===== src/kmdr_pkg.sv =====
// Shared constants and types of the key matrix debounce and report unit.
package kmdr_pkg;

  localparam int NUM_ROWS_DEF = 5;
  localparam int NUM_COLS_DEF = 5;
  localparam int REPORT_SLOTS_DEF = 6;
  localparam int SHOWN_SLOTS = 6;
  localparam int CODE_W = 8;
  localparam int CNT_W = 8;
  localparam int SCAN_BITS = 5;

  localparam logic [CODE_W-1:0] FIRST_CODE = 8'h04;
  localparam logic [CNT_W-1:0] THR_RESET = 8'd5;
  localparam logic [CNT_W-1:0] THR_TOP = 8'hff;
  localparam logic [CNT_W-1:0] THR_MAX = 8'd254;

  localparam logic CMD_SCAN = 1'b0;
  localparam logic CMD_MAP = 1'b1;

  localparam logic [2:0] ADDR_THRESHOLD = 3'd0;

  typedef struct packed {
    logic en;
    logic [CODE_W-1:0] find;
    logic [CODE_W-1:0] put;
  } slot_op_t;

  typedef struct packed {
    logic done;
    logic changed;
  } done_t;

endpackage


===== src/kmdr_ram.sv =====
// Generic single-write, single-read RAM with a registered read port.
module kmdr_ram #(
  parameter int WIDTH = 8,
  parameter int DEPTH = 32
) (
  input  logic                                    clk,
  input  logic                                    we,
  input  logic [(DEPTH > 1 ? $clog2(DEPTH) : 1)-1:0] waddr,
  input  logic [WIDTH-1:0]                        wdata,
  input  logic [(DEPTH > 1 ? $clog2(DEPTH) : 1)-1:0] raddr,
  output logic [WIDTH-1:0]                        rdata
);

  logic [WIDTH-1:0] mem [DEPTH];

  always_ff @(posedge clk) begin
    if (we) begin
      mem[waddr] <= wdata;
    end
    rdata <= mem[raddr];
  end

endmodule


===== src/kmdr_slots.sv =====
// Report slot registers with a first-match search for adding and removing codes.
module kmdr_slots #(
  parameter int REPORT_SLOTS = kmdr_pkg::REPORT_SLOTS_DEF
) (
  input  logic                 clk,
  input  logic                 rst,
  input  kmdr_pkg::slot_op_t   op,
  output logic [8*kmdr_pkg::SHOWN_SLOTS-1:0] report
);

  logic [kmdr_pkg::CODE_W-1:0] slots [REPORT_SLOTS];
  logic [REPORT_SLOTS-1:0] hit;
  logic [REPORT_SLOTS-1:0] first;

  always_comb begin
    logic seen;
    seen = 1'b0;
    for (int i = 0; i < REPORT_SLOTS; i++) begin
      hit[i] = (slots[i] == op.find);
      first[i] = hit[i] && !seen;
      seen = seen || hit[i];
    end
  end

  always_ff @(posedge clk) begin
    if (rst) begin
      for (int i = 0; i < REPORT_SLOTS; i++) begin
        slots[i] <= '0;
      end
    end else if (op.en) begin
      for (int i = 0; i < REPORT_SLOTS; i++) begin
        if (first[i]) begin
          slots[i] <= op.put;
        end
      end
    end
  end

  for (genvar g = 0; g < kmdr_pkg::SHOWN_SLOTS; g++) begin : g_pack
    if (g < REPORT_SLOTS) begin : g_used
      assign report[8*g +: 8] = slots[g];
    end else begin : g_empty
      assign report[8*g +: 8] = 8'd0;
    end
  end

  assert property (@(posedge clk) disable iff (rst)
    (op.en && !(|hit)) |=> $stable(report))
    else $error("Slots changed although no slot matched the search.");

endmodule


===== src/kmdr_ctrl.sv =====
// Scan sequencer: reads, updates and writes back per-key counts and keymap entries.
module kmdr_ctrl #(
  parameter int NUM_ROWS = kmdr_pkg::NUM_ROWS_DEF,
  parameter int NUM_COLS = kmdr_pkg::NUM_COLS_DEF
) (
  input  logic                          clk,
  input  logic                          rst,
  input  logic [kmdr_pkg::CNT_W-1:0]    threshold,
  input  logic                          in_valid,
  output logic                          in_stall,
  input  logic                          command,
  input  logic [2:0]                    row_index,
  input  logic [kmdr_pkg::SCAN_BITS-1:0] column_bits,
  input  logic [4:0]                    map_index,
  input  logic [kmdr_pkg::CODE_W-1:0]   map_code,
  input  logic                          out_free,
  output kmdr_pkg::done_t               done,
  output kmdr_pkg::slot_op_t            slot_op
);

  localparam int KEY_COUNT = NUM_ROWS * NUM_COLS;
  localparam int KEY_W = KEY_COUNT > 1 ? $clog2(KEY_COUNT) : 1;
  localparam int COL_W = $clog2(NUM_COLS + 1);

  localparam logic [1:0] ST_IDLE = 2'd0;
  localparam logic [1:0] ST_SCAN = 2'd1;
  localparam logic [1:0] ST_DONE = 2'd2;

  logic [1:0] state;
  logic issuing;
  logic [COL_W-1:0] issue_cnt;
  logic [KEY_W-1:0] rd_addr;
  logic [kmdr_pkg::SCAN_BITS-1:0] col_bits;
  logic s1_valid;
  logic s1_down;
  logic [KEY_W-1:0] s1_addr;
  logic s1_cnt_valid;
  logic s1_code_valid;
  logic changed_acc;
  logic [KEY_COUNT-1:0] cnt_valid;
  logic [KEY_COUNT-1:0] code_valid;

  logic in_accept;
  logic row_ok;
  logic map_ok;
  logic code_we;
  logic [kmdr_pkg::CNT_W-1:0] thr;
  logic [kmdr_pkg::CNT_W-1:0] cnt_rdata;
  logic [kmdr_pkg::CODE_W-1:0] code_rdata;
  logic [kmdr_pkg::CNT_W-1:0] cnt;
  logic [kmdr_pkg::CODE_W-1:0] code;
  logic [kmdr_pkg::CNT_W-1:0] cnt_next;
  logic press;
  logic release_key;

  assign in_stall = (state != ST_IDLE);
  assign in_accept = in_valid && !in_stall;
  assign row_ok = int'(row_index) < NUM_ROWS;
  assign map_ok = int'(map_index) < KEY_COUNT;
  assign code_we = in_accept && (command == kmdr_pkg::CMD_MAP) && map_ok;
  assign thr = (threshold == kmdr_pkg::THR_TOP) ? kmdr_pkg::THR_MAX : threshold;

  kmdr_ram #(.WIDTH(kmdr_pkg::CNT_W), .DEPTH(KEY_COUNT)) u_cnt_ram (
    .clk   (clk),
    .we    (s1_valid),
    .waddr (s1_addr),
    .wdata (cnt_next),
    .raddr (rd_addr),
    .rdata (cnt_rdata)
  );

  kmdr_ram #(.WIDTH(kmdr_pkg::CODE_W), .DEPTH(KEY_COUNT)) u_code_ram (
    .clk   (clk),
    .we    (code_we),
    .waddr (KEY_W'(map_index)),
    .wdata (map_code),
    .raddr (rd_addr),
    .rdata (code_rdata)
  );

  always_comb begin
    cnt = s1_cnt_valid ? cnt_rdata : '0;
    code = s1_code_valid ? code_rdata
                         : kmdr_pkg::CODE_W'(int'(kmdr_pkg::FIRST_CODE) + int'(s1_addr));
    cnt_next = cnt;
    press = 1'b0;
    release_key = 1'b0;
    if (s1_down) begin
      if (cnt < thr) begin
        cnt_next = cnt + 1'b1;
      end else if (cnt == thr) begin
        press = 1'b1;
        cnt_next = cnt + 1'b1;
      end
    end else if (cnt > thr) begin
      release_key = 1'b1;
      cnt_next = '0;
    end
    slot_op.en = s1_valid && (press || release_key);
    slot_op.find = press ? '0 : code;
    slot_op.put = press ? code : '0;
  end

  assign done.done = (state == ST_DONE);
  assign done.changed = changed_acc;

  always_ff @(posedge clk) begin
    if (rst) begin
      state <= ST_IDLE;
      issuing <= 1'b0;
      s1_valid <= 1'b0;
      changed_acc <= 1'b0;
      cnt_valid <= '0;
      code_valid <= '0;
    end else begin
      if (code_we) begin
        code_valid[KEY_W'(map_index)] <= 1'b1;
      end
      if (s1_valid) begin
        cnt_valid[s1_addr] <= 1'b1;
      end
      unique case (state)
        ST_IDLE: begin
          if (in_accept) begin
            changed_acc <= 1'b0;
            if (command == kmdr_pkg::CMD_SCAN && row_ok) begin
              state <= ST_SCAN;
              issuing <= 1'b1;
            end else begin
              state <= ST_DONE;
            end
          end
        end
        ST_SCAN: begin
          s1_valid <= issuing;
          if (issuing && issue_cnt == COL_W'(NUM_COLS - 1)) begin
            issuing <= 1'b0;
          end
          if (slot_op.en) begin
            changed_acc <= 1'b1;
          end
          if (!issuing && !s1_valid) begin
            state <= ST_DONE;
          end
        end
        ST_DONE: begin
          if (out_free) begin
            state <= ST_IDLE;
          end
        end
        default: begin
          state <= ST_IDLE;
        end
      endcase
    end
  end

  always_ff @(posedge clk) begin
    if (in_accept) begin
      issue_cnt <= '0;
      rd_addr <= KEY_W'(int'(row_index) * NUM_COLS);
      col_bits <= column_bits;
    end else if (issuing) begin
      issue_cnt <= issue_cnt + 1'b1;
      rd_addr <= rd_addr + 1'b1;
      col_bits <= col_bits >> 1;
    end
    s1_down <= col_bits[0];
    s1_addr <= rd_addr;
    s1_cnt_valid <= cnt_valid[rd_addr];
    s1_code_valid <= code_valid[rd_addr];
  end

  assert property (@(posedge clk) disable iff (rst)
    (in_accept && (command == kmdr_pkg::CMD_MAP || !row_ok)) |=> (state == ST_DONE))
    else $error("A transfer without a row scan did not complete directly.");

  assert property (@(posedge clk) disable iff (rst)
    s1_valid |-> (state == ST_SCAN))
    else $error("A column was processed outside a row scan.");

  assert property (@(posedge clk) disable iff (rst)
    (state == ST_IDLE) |-> (!issuing && !s1_valid))
    else $error("Scan pipeline still busy while idle.");

endmodule


===== src/key_matrix_debounce_report_unit.sv =====
// Top level of the key matrix debounce and report unit.
// The input channel takes one command per transfer: a row scan (row index and
// column bits) or a keymap write (entry index and code). The register port
// holds the debounce threshold at byte address 0; the user must write it only
// while the unit is idle (the unit itself does not enforce this). Every input
// transfer yields exactly one output transfer carrying the changed flag and
// the six report slot bytes after the command. A row scan walks the columns
// of the row through the count and keymap RAMs, one column per cycle, with
// registered reads; a keymap write or a scan of a row outside the matrix goes
// straight to the done state. One command is handled at a time, and the next
// is accepted in the cycle after the result is loaded. The result sits in an
// output register, so it can wait on a stalled output while the next command
// is accepted and processed; that command then holds its result until the
// register frees. Reset clears all counts and slots, restores the default
// keymap and sets the threshold to 5.
module key_matrix_debounce_report_unit #(
  parameter int NUM_ROWS = kmdr_pkg::NUM_ROWS_DEF,
  parameter int NUM_COLS = kmdr_pkg::NUM_COLS_DEF,
  parameter int REPORT_SLOTS = kmdr_pkg::REPORT_SLOTS_DEF
) (
  input  logic                                clk,
  input  logic                                rst,
  input  logic                                psel,
  input  logic                                penable,
  input  logic                                pwrite,
  input  logic [2:0]                          paddr,
  input  logic [31:0]                         pwdata,
  output logic [31:0]                         prdata,
  output logic                                pready,
  input  logic                                in_valid,
  output logic                                in_stall,
  input  logic                                command,
  input  logic [2:0]                          row_index,
  input  logic [kmdr_pkg::SCAN_BITS-1:0]      column_bits,
  input  logic [4:0]                          map_index,
  input  logic [kmdr_pkg::CODE_W-1:0]         map_code,
  output logic                                out_valid,
  input  logic                                out_stall,
  output logic                                changed,
  output logic [8*kmdr_pkg::SHOWN_SLOTS-1:0]  report_slots
);

  logic [kmdr_pkg::CNT_W-1:0] threshold;
  logic out_free;
  kmdr_pkg::done_t done;
  kmdr_pkg::slot_op_t slot_op;
  logic [8*kmdr_pkg::SHOWN_SLOTS-1:0] report;

  assign pready = 1'b1;
  assign prdata = (paddr == kmdr_pkg::ADDR_THRESHOLD) ? 32'(threshold) : 32'd0;
  assign out_free = !out_valid || !out_stall;

  always_ff @(posedge clk) begin
    if (rst) begin
      threshold <= kmdr_pkg::THR_RESET;
    end else if (psel && penable && pwrite && pready
                 && paddr == kmdr_pkg::ADDR_THRESHOLD) begin
      threshold <= pwdata[kmdr_pkg::CNT_W-1:0];
    end
  end

  kmdr_ctrl #(.NUM_ROWS(NUM_ROWS), .NUM_COLS(NUM_COLS)) u_ctrl (
    .clk         (clk),
    .rst         (rst),
    .threshold   (threshold),
    .in_valid    (in_valid),
    .in_stall    (in_stall),
    .command     (command),
    .row_index   (row_index),
    .column_bits (column_bits),
    .map_index   (map_index),
    .map_code    (map_code),
    .out_free    (out_free),
    .done        (done),
    .slot_op     (slot_op)
  );

  kmdr_slots #(.REPORT_SLOTS(REPORT_SLOTS)) u_slots (
    .clk    (clk),
    .rst    (rst),
    .op     (slot_op),
    .report (report)
  );

  always_ff @(posedge clk) begin
    if (rst) begin
      out_valid <= 1'b0;
    end else if (done.done && out_free) begin
      out_valid <= 1'b1;
    end else if (!out_stall) begin
      out_valid <= 1'b0;
    end
  end

  always_ff @(posedge clk) begin
    if (done.done && out_free) begin
      changed <= done.changed;
      report_slots <= report;
    end
  end

  assert property (@(posedge clk) disable iff (rst)
    (done.done && !out_valid) |=> (out_valid && report_slots == $past(report)))
    else $error("A finished command did not load its result transfer.");

endmodule


===== config.mk =====
export PLATFORM = sky130hd
export DESIGN_NAME = key_matrix_debounce_report_unit
export DESIGN_NICKNAME = d
export VERILOG_FILES = /design/src/kmdr_pkg.sv /design/src/kmdr_ram.sv /design/src/kmdr_slots.sv /design/src/kmdr_ctrl.sv /design/src/key_matrix_debounce_report_unit.sv
export SDC_FILE = /design/constraint.sdc
export NUM_CORES = 1
export LEC_CHECK = 0
export BUFFER_PORTS_ARGS = -buffer_cell sky130_fd_sc_hd__buf_4
export CORE_MARGIN = 3
export CORE_UTILIZATION = 40
export CTS_BUF_LIST = sky130_fd_sc_hd__clkbuf_16
export DETAILED_ROUTE_END_ITERATION = 8
export SKIP_CTS_REPAIR_TIMING = 1
export SLEW_MARGIN = 20
export SYNTH_ARGS = -nofsm -noshare
export SYNTH_HDL_FRONTEND = slang
export SYNTH_SLANG_ARGS = --single-unit

===== constraint.sdc =====
create_clock -name clk -period 4.2 [get_ports clk]
set_input_delay 0.42 -clock clk [delete_from_list [all_inputs] [get_ports clk]]
set_output_delay 0.42 -clock clk [all_outputs]
set_load 0.005 [all_outputs]

==> results of run 1 <==
-- layer usage --
metal  global-route usage [%]  up-vias  routed length, microns
li1                         -     6068                       -
met1                     25.2     6962                   25300
met2                     28.1      450                   27100
met3                     2.95      103                    3240
met4                     5.34        0                    1460
met5                        0        -                       0
-- critical path: cells and delay by family, from the launching register on --
kind | cells | cell delay (ps)
compound gates | 3 | 900
fa+ha+maj | 1 | 310
flops | 1 | 480
simple gates | 6 | 1990
-- cells in the mapped netlist (16+ instances only) --
cell type	instances	area, sq um
sky130_fd_sc_hd__edfxtp_1	507	15200
sky130_fd_sc_hd__nor2_1	232	871
sky130_fd_sc_hd__mux4_2	126	2840
sky130_fd_sc_hd__dfxtp_1	91	1820
sky130_fd_sc_hd__nand2_1	75	282
sky130_fd_sc_hd__clkbuf_1	36	135
sky130_fd_sc_hd__o21ai_0	31	155
sky130_fd_sc_hd__a21oi_1	27	135
sky130_fd_sc_hd__buf_4	27	203
sky130_fd_sc_hd__mux2_2	27	304
sky130_fd_sc_hd__mux2i_1	27	270
sky130_fd_sc_hd__and2_1	21	131
sky130_fd_sc_hd__nand3_1	20	100
sky130_fd_sc_hd__xnor2_1	19	166
sky130_fd_sc_hd__buf_2	16	80.1
sky130_fd_sc_hd__inv_1	16	60.1
-- stage by stage --
stage / std cells / utilization (%)
after floorplan: 1536 / -
after global placement: 2364 / 43.4
after detailed placement: 2364 / 43.4
after CTS: 2478 / 47.0
after global routing: 2478 / 47.0
final: 2478 / 47.0
-- path summary, 6_finish.rpt --
check                       from                    to  slack (ps)  cells past startpoint
min reg2reg   u_ctrl.col_bits[0]        u_ctrl.s1_down         350                      0
min                    pwdata[0]          threshold[0]          30                      3
max reg2reg  u_ctrl.s1_cnt_valid  u_slots.slots[0][18]         210                     10
max          u_ctrl.s1_cnt_valid  u_slots.slots[0][18]         210                     10
-- cells by family (layout without fill, tap and decap cells) --
family	Yosys count	after routing	synth area share [%]
buf+inv	109	269	2.28
other cells	2	25	0.0305
fa+ha+maj	15	15	0.762
flops	598	598	69.2
simple gates	445	445	8.77
xor+xnor	28	28	0.996
compound gates	134	134	3.96
mux	182	182	14.0
-- power by group through the flow --
stage | Sequential (mW) | Combinational (mW) | Clock, mW
after detailed placement | 6.83 | 1.38 | 0
after floorplan | 6.74 | 0.959 | 0
after global placement | 6.82 | 1.37 | 0
after global routing | 6.72 | 1.47 | 6.12
after CTS | 6.70 | 1.39 | 5.90
final | 6.70 | 1.38 | 5.77
-- registers in the layout (all words and copies together), names as in the netlist, 2 cells and up --
name and count:
u_ctrl.u_cnt_ram.mem 200, u_ctrl.u_code_ram.mem 200, report_slots 48, u_slots.slots 48, u_ctrl.cnt_valid 25, u_ctrl.code_valid 25
threshold 8, u_ctrl.u_cnt_ram.rdata 8, u_ctrl.u_code_ram.rdata 8, u_ctrl.col_bits 5, u_ctrl.rd_addr 5, u_ctrl.s1_addr 5
u_ctrl.issue_cnt 3, u_ctrl.state 2
-- final cells by class --
cell class | instances | share of cell area [%]
clock inverters | 52 | 2.16
multi-input cells | 829 | 25.1
clock buffers | 62 | 5.44
well taps | 782 | 3.43
repair buffers | 139 | 3.84
flip-flops and latches | 598 | 59.8
inverters | 16 | 0.211
==> summary.md, run 1 <==
### Run status
- **run status** finished clean

### Global route
- **total global routing overflow** 0
- **wire length of the first global-routing pass** 84.8 mm
- **maximum number of pins on one net before global-route repair** 72
- **Total GRT Usage** 17.6%
- **initial antenna violation count** 0
- **number of global-route vias before repair** 13400

### Yosys
- **proportion of synthesized chip area in sequential cells** 69.2%
- **post-synthesis average cell area** 16.3 sq um
- **post-synthesis async set-or-reset flop share** 0%
- **top_reg_cell synth** sky130_fd_sc_hd__edfxtp_1
- **Yosys warning count** 0
- **post-synthesis cell count** 1513
- **number of flops mapped to enable cells by yosys** 507
- **number of distinct library cell variants in the gate-level netlist after synthesis** 82
- **flop and latch count out of synthesis** 598
- **Post-Synthesis Cell Area** 24600 sq um

### Finish
- **total of fill cells in the finished design** 5080
- **most frequent standard cell in the layout excluding fill and tap cells** sky130_fd_sc_hd__edfxtp_1
- **fraction of final layout cells with drive strength greater than 1** 25.5%
- **Final Net Count** 1723
- **footprint of the flip-flops and latches** 17000 sq um
- **final antenna diode count** 0
- **most used cells in the layout excluding fill and tap cells** sky130_fd_sc_hd__edfxtp_1, sky130_fd_sc_hd__nor2_1, sky130_fd_sc_hd__buf_4, sky130_fd_sc_hd__mux4_2, sky130_fd_sc_hd__dfxtp_1
- **post-route cell area** 28500 sq um
- **area grow syn2layout** 15.7%
- **area of the multi-input gates** 7150 sq um

### Routing
- **routed length per placed instance** 23.0 microns
- **final routed wirelength across all metal layers** 57.1 mm
- **Vias** 13600
- **Detailed Route Iter0 Violations** 1203
- **residual DRC count** 0
- **post-detailed-route via-to-cell ratio** 5.48
- **first-pass iteration count of the detailed router** 5
- **antenna violation net count after detailed routing** 0

### STA
- **total negative slack** 0 ps
- **final number of hold-violating endpoints** 0
- **setup violators final** 0
- **Final Slew Violations** 0
- **final clock period utilization by the worst path** 95.0%
- **measured slew at the worst slew-check pin** 1050 ps
- **Final min period** 3990 ps
- **highest clock frequency the design can meet** 251 MHz
- **unrepaired setup endpoints after global routing** false
- **maximum clock skew at final layout** 27.1 ps
- **hold_ws** 26.4 ps
- **Slew HR** 29.4%
- **min setup slack post-route** 208 ps

### Setup path
- **startpoint type of the worst setup path** flip-flop
- **kind of end point of the critical path** flip-flop
- **highest net fanout along the worst path** 10
- **required time at the endpoint of the critical path** 4520 ps
- **most used cell along the critical path** sky130_fd_sc_hd__and2_1
- **category of the critical setup timing path** flip-flop to flip-flop
- **master of the slowest instance on the critical path** sky130_fd_sc_hd__or4_1
- **Arr. time, crit path** 4310 ps
- **ordered list of cells on the worst path** and2_1, ha_1, and3_4, a221oi_4, a31oi_4, nor3_1, o32ai_1, and2_1, or4_1, nand2b_2
- **crit-path max cell delay** 670 ps

### Floorplanning
- **Cell Rows** 90
- **io pins** 148
- **die outline area** 64600 sq um
- **core footprint** 60600 sq um
- **Die Wd** 254 microns
- **Initial Util** 40.6%
- **Chip Height** 254 microns

### Placement
- **total cell area at the placement stage** 26300 sq um
- **HPWL Detailed** 37.4 mm
- **GP Congestion** 0.895
- **setup slack after placement** 197 ps
- **number of buffers added on ports** 98

### Clocking
- **Longest Clk Path Bufs** 3
- **Clk Tree Root Cell** sky130_fd_sc_hd__clkbuf_16
- **total clock sinks** 598
- **number of buffers created by CTS** 60
- **count of H-tree levels built during CTS** 2
- **Skew-Pair Late Insertion Delay** 640 ps
- **clock-pin slew on the worst setup and hold paths** 60 ps
- **CTS tree** done

### Pwr
- **Power Dens Cells** 486 nW/um^2
- **Clk network pwr share** 41.7%
- **Lkg Pwr** 9.35 nW
- **Switching Power** 3.23 mW
- **power share of the sequential group** 48.4%
- **portion of total power attributed to combinational logic** 9.9%
- **peak supply drop** 0.330 mV
- **total power draw** 13.8 mW
- **switching share of total power** 23.3%
- **Internal Pwr Total** 10.6 mW

### Job
- **Max Cap Violations** 0

### Worst hold path
- **kind of path behind the tightest hold check** input pin to flip-flop

Power figures use the tool's default switching activity.
==> run 2: changes to the inputs <==
Settings changed: CORE_ASPECT_RATIO set to 0.7, PLACE_DENSITY set to 0.63.
==> run 2 against run 1 <==
- clock skew is 6.9 ps higher
- sequential cell count stayed put
- sequential share of layout area is 0.85 points higher
- critical endpoint is now u_slots.slots[0][16]
- largest cell class unchanged
- highest routed layer is now met5
==> summary.md, run 2 (synthesis results as in run 1) <==
### Placement
- **total cell area at the placement stage** 26300 sq um
- **HPWL Detailed** 38.4 mm
- **number of buffers added on ports** 98
- **GP Congestion** 0.867

### Setup path
- **Setup crit end** u_slots.slots[0][16]
- **startpoint type of the worst setup path** flip-flop
- **CP Depth** 10
- **kind of end point of the critical path** flip-flop
- **Worst setup startpoint** u_ctrl.s1_cnt_valid
- **Arr. time, crit path** 4260 ps
- **highest net fanout along the worst path** 15
- **Crit path max-delay family** simple AND/OR/NAND/NOR gates
- **worst reg2reg startpoint** u_ctrl.s1_cnt_valid
- **flop-to-flop setup slack** 220 ps
- **depth of the worst register-to-register path** 10
- **end of the worst register-to-register path** u_slots.slots[0][16]
- **required time at the endpoint of the critical path** 4480 ps
- **category of the critical setup timing path** flip-flop to flip-flop
- **Buf+Inv Stages, Crit Path** 0
- **most used cell along the critical path** sky130_fd_sc_hd__and2_1
- **master of the slowest instance on the critical path** sky130_fd_sc_hd__or4_1
- **crit-path max cell delay** 510 ps
- **ordered list of cells on the worst path** and2_1, ha_1, and3_4, a221oi_4, a31oi_4, nor3_1, o32ai_1, and2_1, or4_1, nand2b_1

### Worst hold path
- **kind of path behind the tightest hold check** input pin to flip-flop

### Finish
- **footprint of the flip-flops and latches** 17000 sq um
- **post-route cell area** 28100 sq um
- **total of fill cells in the finished design** 5204
- **most used cells in the layout excluding fill and tap cells** sky130_fd_sc_hd__edfxtp_1, sky130_fd_sc_hd__nor2_1, sky130_fd_sc_hd__buf_4, sky130_fd_sc_hd__mux4_2, sky130_fd_sc_hd__dfxtp_1
- **area grow syn2layout** 14.1%
- **area of the multi-input gates** 7140 sq um
- **Largest regs** u_ctrl.u_cnt_ram.mem: 200 flops, u_ctrl.u_code_ram.mem: 200 flops
- **most frequent standard cell in the layout excluding fill and tap cells** sky130_fd_sc_hd__edfxtp_1
- **Final Net Count** 1720
- **fraction of final layout cells with drive strength greater than 1** 25.0%

### STA
- **unrepaired setup endpoints after global routing** false
- **setup violators final** 0
- **Final Slew Violations** 0
- **Final min period** 3980 ps
- **Slew HR** 27.7%
- **highest clock frequency the design can meet** 251 MHz
- **hold_ws** 15.4 ps
- **maximum clock skew at final layout** 34.0 ps
- **final clock period utilization by the worst path** 94.7%
- **final number of hold-violating endpoints** 0
- **total negative slack** 0 ps
- **measured slew at the worst slew-check pin** 1080 ps

### Global route
- **Total GRT Usage** 17.7%
- **wire length of the first global-routing pass** 85.2 mm
- **maximum number of pins on one net before global-route repair** 72
- **initial antenna violation count** 1
- **total global routing overflow** 0
- **number of global-route vias before repair** 13100

### Pwr
- **Power Dens Cells** 458 nW/um^2
- **Lkg Pwr** 9.12 nW
- **peak supply drop** 0.300 mV
- **total power draw** 12.9 mW

### Floorplanning
- **Initial Util** 40.7%
- **Chip Height** 214 microns
- **io pins** 148
- **die outline area** 64600 sq um
- **core footprint** 60400 sq um
- **Die Wd** 303 microns
- **Cell Rows** 75

### Routing
- **antenna violation net count after detailed routing** 0
- **routed length on met2** 24.6 mm
- **max layer used** met5
- **Vias** 13600
- **post-detailed-route via-to-cell ratio** 5.47
- **residual DRC count** 0
- **first-pass iteration count of the detailed router** 7
- **Detailed Route Iter0 Violations** 1363
- **final routed wirelength across all metal layers** 57.3 mm
- **M1 wire length** 27.8 mm
- **routed length per placed instance** 23.0 microns
- **WL met3** 4.17 mm

### Clocking
- **count of H-tree levels built during CTS** 2
- **CTS tree** done
- **total clock sinks** 598
- **Longest Clk Path Bufs** 3
- **clock-pin slew on the worst setup and hold paths** 70 ps
- **Clk Tree Root Cell** sky130_fd_sc_hd__clkbuf_16
- **Skew-Pair Late Insertion Delay** 630 ps
- **number of buffers created by CTS** 54

### Run status
- **run status** finished clean

### Job
- **Max Cap Violations** 0

==> run 2: cell types whose count changed in the layout (fill, tap and decap cells not counted), moves of 2 or more <==
cell / change
sky130_fd_sc_hd__clkbuf_16: -8
sky130_fd_sc_hd__clkinv_4: +2
sky130_fd_sc_hd__clkinvlp_4: +3
sky130_fd_sc_hd__bufinv_16: -9
sky130_fd_sc_hd__nor2_2: +2
sky130_fd_sc_hd__diode_2: +2
sky130_fd_sc_hd__nor2_1: -2
==> run 2: final cells by class <==
type,count,share of cell area [%]
inverters,16,0.214
repair buffers,142,4.03
well taps,808,3.60
clock buffers,54,4.81
flip-flops and latches,598,60.7
clock inverters,46,1.24
multi-input cells,829,25.4
diodes,2,0.0178
==> run 2: through the flow <==
stage / std cells / worst slack [ps] / util (%)
floorplan: 1536 / 573 / -
global placement: 2389 / 254 / 43.6
detailed placement: 2389 / 79.0 / 43.6
CTS: 2489 / 1.21 / 46.4
global route: 2493 / 20.0 / 46.5
finish: 2495 / 223 / 46.5
==> run 2: how the worst min path moves through the flow <==
stage                     slack (ps)             end  cells past startpoint          startpoint
after detailed placement         450         changed                      0  u_ctrl.changed_acc
final                             20    threshold[0]                      3           pwdata[0]
after global routing             0.1    threshold[0]                      3           pwdata[0]
after floorplan                  320  u_ctrl.s1_down                      0  u_ctrl.col_bits[0]
after global placement           440         changed                      0  u_ctrl.changed_acc
after CTS                        -40    threshold[2]                      2           pwdata[2]
==> run 2: power breakdown <==
part / leakage, nW / switching, mW / internal, mW / total (mW)
sequential: 5.26 / 0.152 / 6.55 / 6.70
combinational: 3.01 / 0.760 / 0.638 / 1.40
clock: 0.861 / 2.21 / 2.55 / 4.76
==> run 2: routing by layer <==
metal	track usage (%)	vias to the layer above
li1	-	6064
met2	24.8	455
met3	3.35	57
met5	0	-
met4	3.39	2
met1	28.6	7068
==> run 2: worst register-to-register path, cell delays in order (launching register included) <==
cell and delay, ps:
sky130_fd_sc_hd__dfxtp_1 480, sky130_fd_sc_hd__and2_1 260, sky130_fd_sc_hd__ha_1 310, sky130_fd_sc_hd__and3_4 210
sky130_fd_sc_hd__a221oi_4 480, sky130_fd_sc_hd__a31oi_4 310, sky130_fd_sc_hd__nor3_1 400, sky130_fd_sc_hd__o32ai_1 150
sky130_fd_sc_hd__and2_1 200, sky130_fd_sc_hd__or4_1 510, sky130_fd_sc_hd__nand2b_1 320
==> run 3: changes to the inputs <==
Settings changed: ABC_AREA set to 1.
==> run 3 against run 2 <==
- sequential power rose by 3.1%
- clock power fell by 3%
- via count rose by 22%
- largest power group unchanged
- total power rose by 8.6%
==> summary.md, run 3 <==
### Run status
- **run status** finished clean

### Floorplanning
- **Die Wd** 301 microns
- **Initial Util** 41.1%
- **Chip Height** 212 microns
- **core footprint** 59300 sq um
- **io pins** 148
- **die outline area** 63900 sq um
- **Cell Rows** 74

### Yosys
- **most repeated cell in the gate-level netlist after synthesis** sky130_fd_sc_hd__edfxtp_1
- **number of distinct library cell variants in the gate-level netlist after synthesis** 47
- **proportion of synthesized chip area in sequential cells** 70.0%
- **cell accounting for the most synthesized area** sky130_fd_sc_hd__edfxtp_1
- **Post-Synthesis Cell Area** 24400 sq um
- **ranking of synthesized cells by instance count** sky130_fd_sc_hd__edfxtp_1, sky130_fd_sc_hd__nor2_1, sky130_fd_sc_hd__o21ai_0
- **number of flops mapped to enable cells by yosys** 507
- **fraction of synthesized cell area taken by the top area cell type** 62.5%
- **Yosys warning count** 0
- **top area cells in the synthesized netlist** sky130_fd_sc_hd__edfxtp_1, sky130_fd_sc_hd__dfxtp_1, sky130_fd_sc_hd__nor2_1
- **post-synthesis cell count** 2130
- **post-synthesis average cell area** 11.4 sq um
- **top_reg_cell synth** sky130_fd_sc_hd__edfxtp_1
- **post-synthesis async set-or-reset flop share** 0%
- **flop and latch count out of synthesis** 598

### Routing
- **residual DRC count** 0
- **post-detailed-route via-to-cell ratio** 5.40
- **first-pass iteration count of the detailed router** 7
- **antenna violation net count after detailed routing** 0
- **final routed wirelength across all metal layers** 63.6 mm
- **Detailed Route Iter0 Violations** 2096
- **routed length per placed instance** 20.7 microns
- **Vias** 16600

### Global route
- **total global routing overflow** 0
- **Total GRT Usage** 19.5%
- **maximum number of pins on one net before global-route repair** 164
- **initial antenna violation count** 0
- **wire length of the first global-routing pass** 95.3 mm
- **number of global-route vias before repair** 15500

### Setup path
- **category of the critical setup timing path** flip-flop to flip-flop
- **depth of the worst register-to-register path** 17
- **startpoint type of the worst setup path** flip-flop
- **highest net fanout along the worst path** 24
- **Buf+Inv Stages, Crit Path** 2
- **Arr. time, crit path** 4190 ps
- **kind of end point of the critical path** flip-flop
- **ordered list of cells on the worst path** nand2_1, inv_1, ha_1, a21o_1, nor2_1, nand2_1, nand2_2, nand2_1, buf_4, nand2_1, nand2_1, nor2_1, nand2_1, o21ai_0, nor2_2, nand2_1, nand2_1
- **Crit path max-delay family** simple AND/OR/NAND/NOR gates
- **end of the worst register-to-register path** u_slots.slots[0][41]
- **most used cell along the critical path** sky130_fd_sc_hd__nand2_1
- **required time at the endpoint of the critical path** 4430 ps
- **flop-to-flop setup slack** 240 ps
- **crit-path max cell delay** 450 ps
- **master of the slowest instance on the critical path** sky130_fd_sc_hd__dfxtp_1
- **worst reg2reg startpoint** u_ctrl.s1_cnt_valid

### Finish
- **post-route cell area** 27800 sq um
- **final antenna diode count** 0
- **most frequent standard cell in the layout excluding fill and tap cells** sky130_fd_sc_hd__edfxtp_1
- **Final Net Count** 2317
- **fraction of final layout cells with drive strength greater than 1** 11.2%
- **area grow syn2layout** 14.1%
- **Largest regs** u_ctrl.u_cnt_ram.mem: 200 flops, u_ctrl.u_code_ram.mem: 200 flops
- **most used cells in the layout excluding fill and tap cells** sky130_fd_sc_hd__edfxtp_1, sky130_fd_sc_hd__nor2_1, sky130_fd_sc_hd__o21ai_0, sky130_fd_sc_hd__nand2_1, sky130_fd_sc_hd__buf_4

### STA
- **maximum clock skew at final layout** 20.8 ps
- **measured slew at the worst slew-check pin** 1010 ps
- **total negative slack** 0 ps
- **Slew HR** 32.6%
- **setup violators final** 0
- **highest clock frequency the design can meet** 253 MHz
- **Final Slew Violations** 0
- **Final min period** 3960 ps
- **hold_ws** 53.6 ps
- **unrepaired setup endpoints after global routing** false
- **final number of hold-violating endpoints** 0
- **final clock period utilization by the worst path** 94.2%
- **min setup slack post-route** 243 ps

### Pwr
- **Lkg Pwr** 9.90 nW
- **Power Dens Cells** 502 nW/um^2
- **peak supply drop** 0.350 mV

### Worst hold path
- **cell depth of the worst hold path** 3
- **hold endpoint** threshold[2]
- **kind of path behind the tightest hold check** input pin to flip-flop
- **worst hold path startpoint** pwdata[2]

### Placement
- **total cell area at the placement stage** 26100 sq um
- **HPWL Detailed** 40.4 mm
- **GP Congestion** 0.923
- **setup slack after placement** 370 ps
- **number of buffers added on ports** 98

### Clocking
- **Clk Tree Root Cell** sky130_fd_sc_hd__clkbuf_16
- **clock-pin slew on the worst setup and hold paths** 60 ps
- **number of buffers created by CTS** 53
- **count of H-tree levels built during CTS** 2
- **Longest Clk Path Bufs** 3
- **Skew-Pair Late Insertion Delay** 590 ps
- **total clock sinks** 598
- **CTS tree** done

### Job
- **Max Cap Violations** 0

-- run 3: cell types whose count changed after synthesis, moves of 49 or more --
cell and delta:
sky130_fd_sc_hd__nand2_1 +178, sky130_fd_sc_hd__o22ai_1 +71, sky130_fd_sc_hd__nor2_1 +202, sky130_fd_sc_hd__inv_1 +84
sky130_fd_sc_hd__clkbuf_1 +56, sky130_fd_sc_hd__mux4_2 -126, sky130_fd_sc_hd__nand3_1 +49, sky130_fd_sc_hd__o21ai_0 +224
-- run 3: report_power, final --
group | switching (mW) | internal (mW)
combinational | 1.73 | 0.689
clock | 2.10 | 2.54
sequential | 0.112 | 6.79
-- run 3: worst register-to-register path, stage by stage (launching register included) --
cell and delay [ps]:
sky130_fd_sc_hd__dfxtp_1 450, sky130_fd_sc_hd__nand2_1 90, sky130_fd_sc_hd__inv_1 110, sky130_fd_sc_hd__ha_1 260
sky130_fd_sc_hd__a21o_1 190, sky130_fd_sc_hd__nor2_1 130, sky130_fd_sc_hd__nand2_1 110, sky130_fd_sc_hd__nand2_2 430
sky130_fd_sc_hd__nand2_1 300, sky130_fd_sc_hd__buf_4 270, sky130_fd_sc_hd__nand2_1 60, sky130_fd_sc_hd__nand2_1 50
sky130_fd_sc_hd__nor2_1 130, sky130_fd_sc_hd__nand2_1 180, sky130_fd_sc_hd__o21ai_0 440, sky130_fd_sc_hd__nor2_2 100
sky130_fd_sc_hd__nand2_1 90, sky130_fd_sc_hd__nand2_1 210
-- run 3: worst max path at each step --
stage	startpoint	cells past startpoint	endpoint
detailed placement	threshold[1]	13	u_slots.slots[0][10]
floorplan	u_ctrl.s1_cnt_valid	14	u_ctrl.u_cnt_ram.mem[0][5]
CTS	threshold[1]	13	u_slots.slots[0][15]
finish	u_ctrl.s1_cnt_valid	17	u_slots.slots[0][41]
global placement	threshold[1]	18	u_slots.slots[0][9]
global route	u_ctrl.s1_cnt_valid	18	u_slots.slots[0][44]
-- run 3: cells by family (layout without fill, tap and decap cells) --
family                   Yosys count  in the layout  share of synthesized area [%]
adder cells (fa/ha/maj)           15             15                          0.771
flip-flops                       598            598                           70.0
buffers and inverters            234            362                           4.08
AND/OR/NAND/NOR                  826            826                           14.0
XOR/XNOR                          19             19                          0.683
multiplexers                       2              2                         0.0822
other                              2             25                         0.0308
AO/OA/AOI/OAI                    434            434                           10.4
-- run 3: metal layers --
layer,wire length [microns],vias up,GRT usage (%)
met2,26900,758,27.7
met3,6700,75,5.01
li1,-,7714,-
met4,848,0,3.46
met5,0,-,0
met1,29100,8069,30.2
-- run 3: area by class of cell --
type	instances	area (sq um)
multi-input cells	1321	6440
clock buffers	55	1380
inverters	104	395
well taps	798	998
repair buffers	160	1260
flip-flops and latches	598	17000
clock inverters	43	255
fillers	5337	31500
-- run 3: stage by stage --
stage | utilization (%) | std cells | total power, mW
after floorplan | - | 2153 | 8.39
after global routing | 46.9 | 3079 | 14.5
after global placement | 44.1 | 2980 | 9.33
after detailed placement | 44.1 | 2980 | 9.39
after CTS | 46.8 | 3078 | 14.0
final | 46.9 | 3079 | 14.0
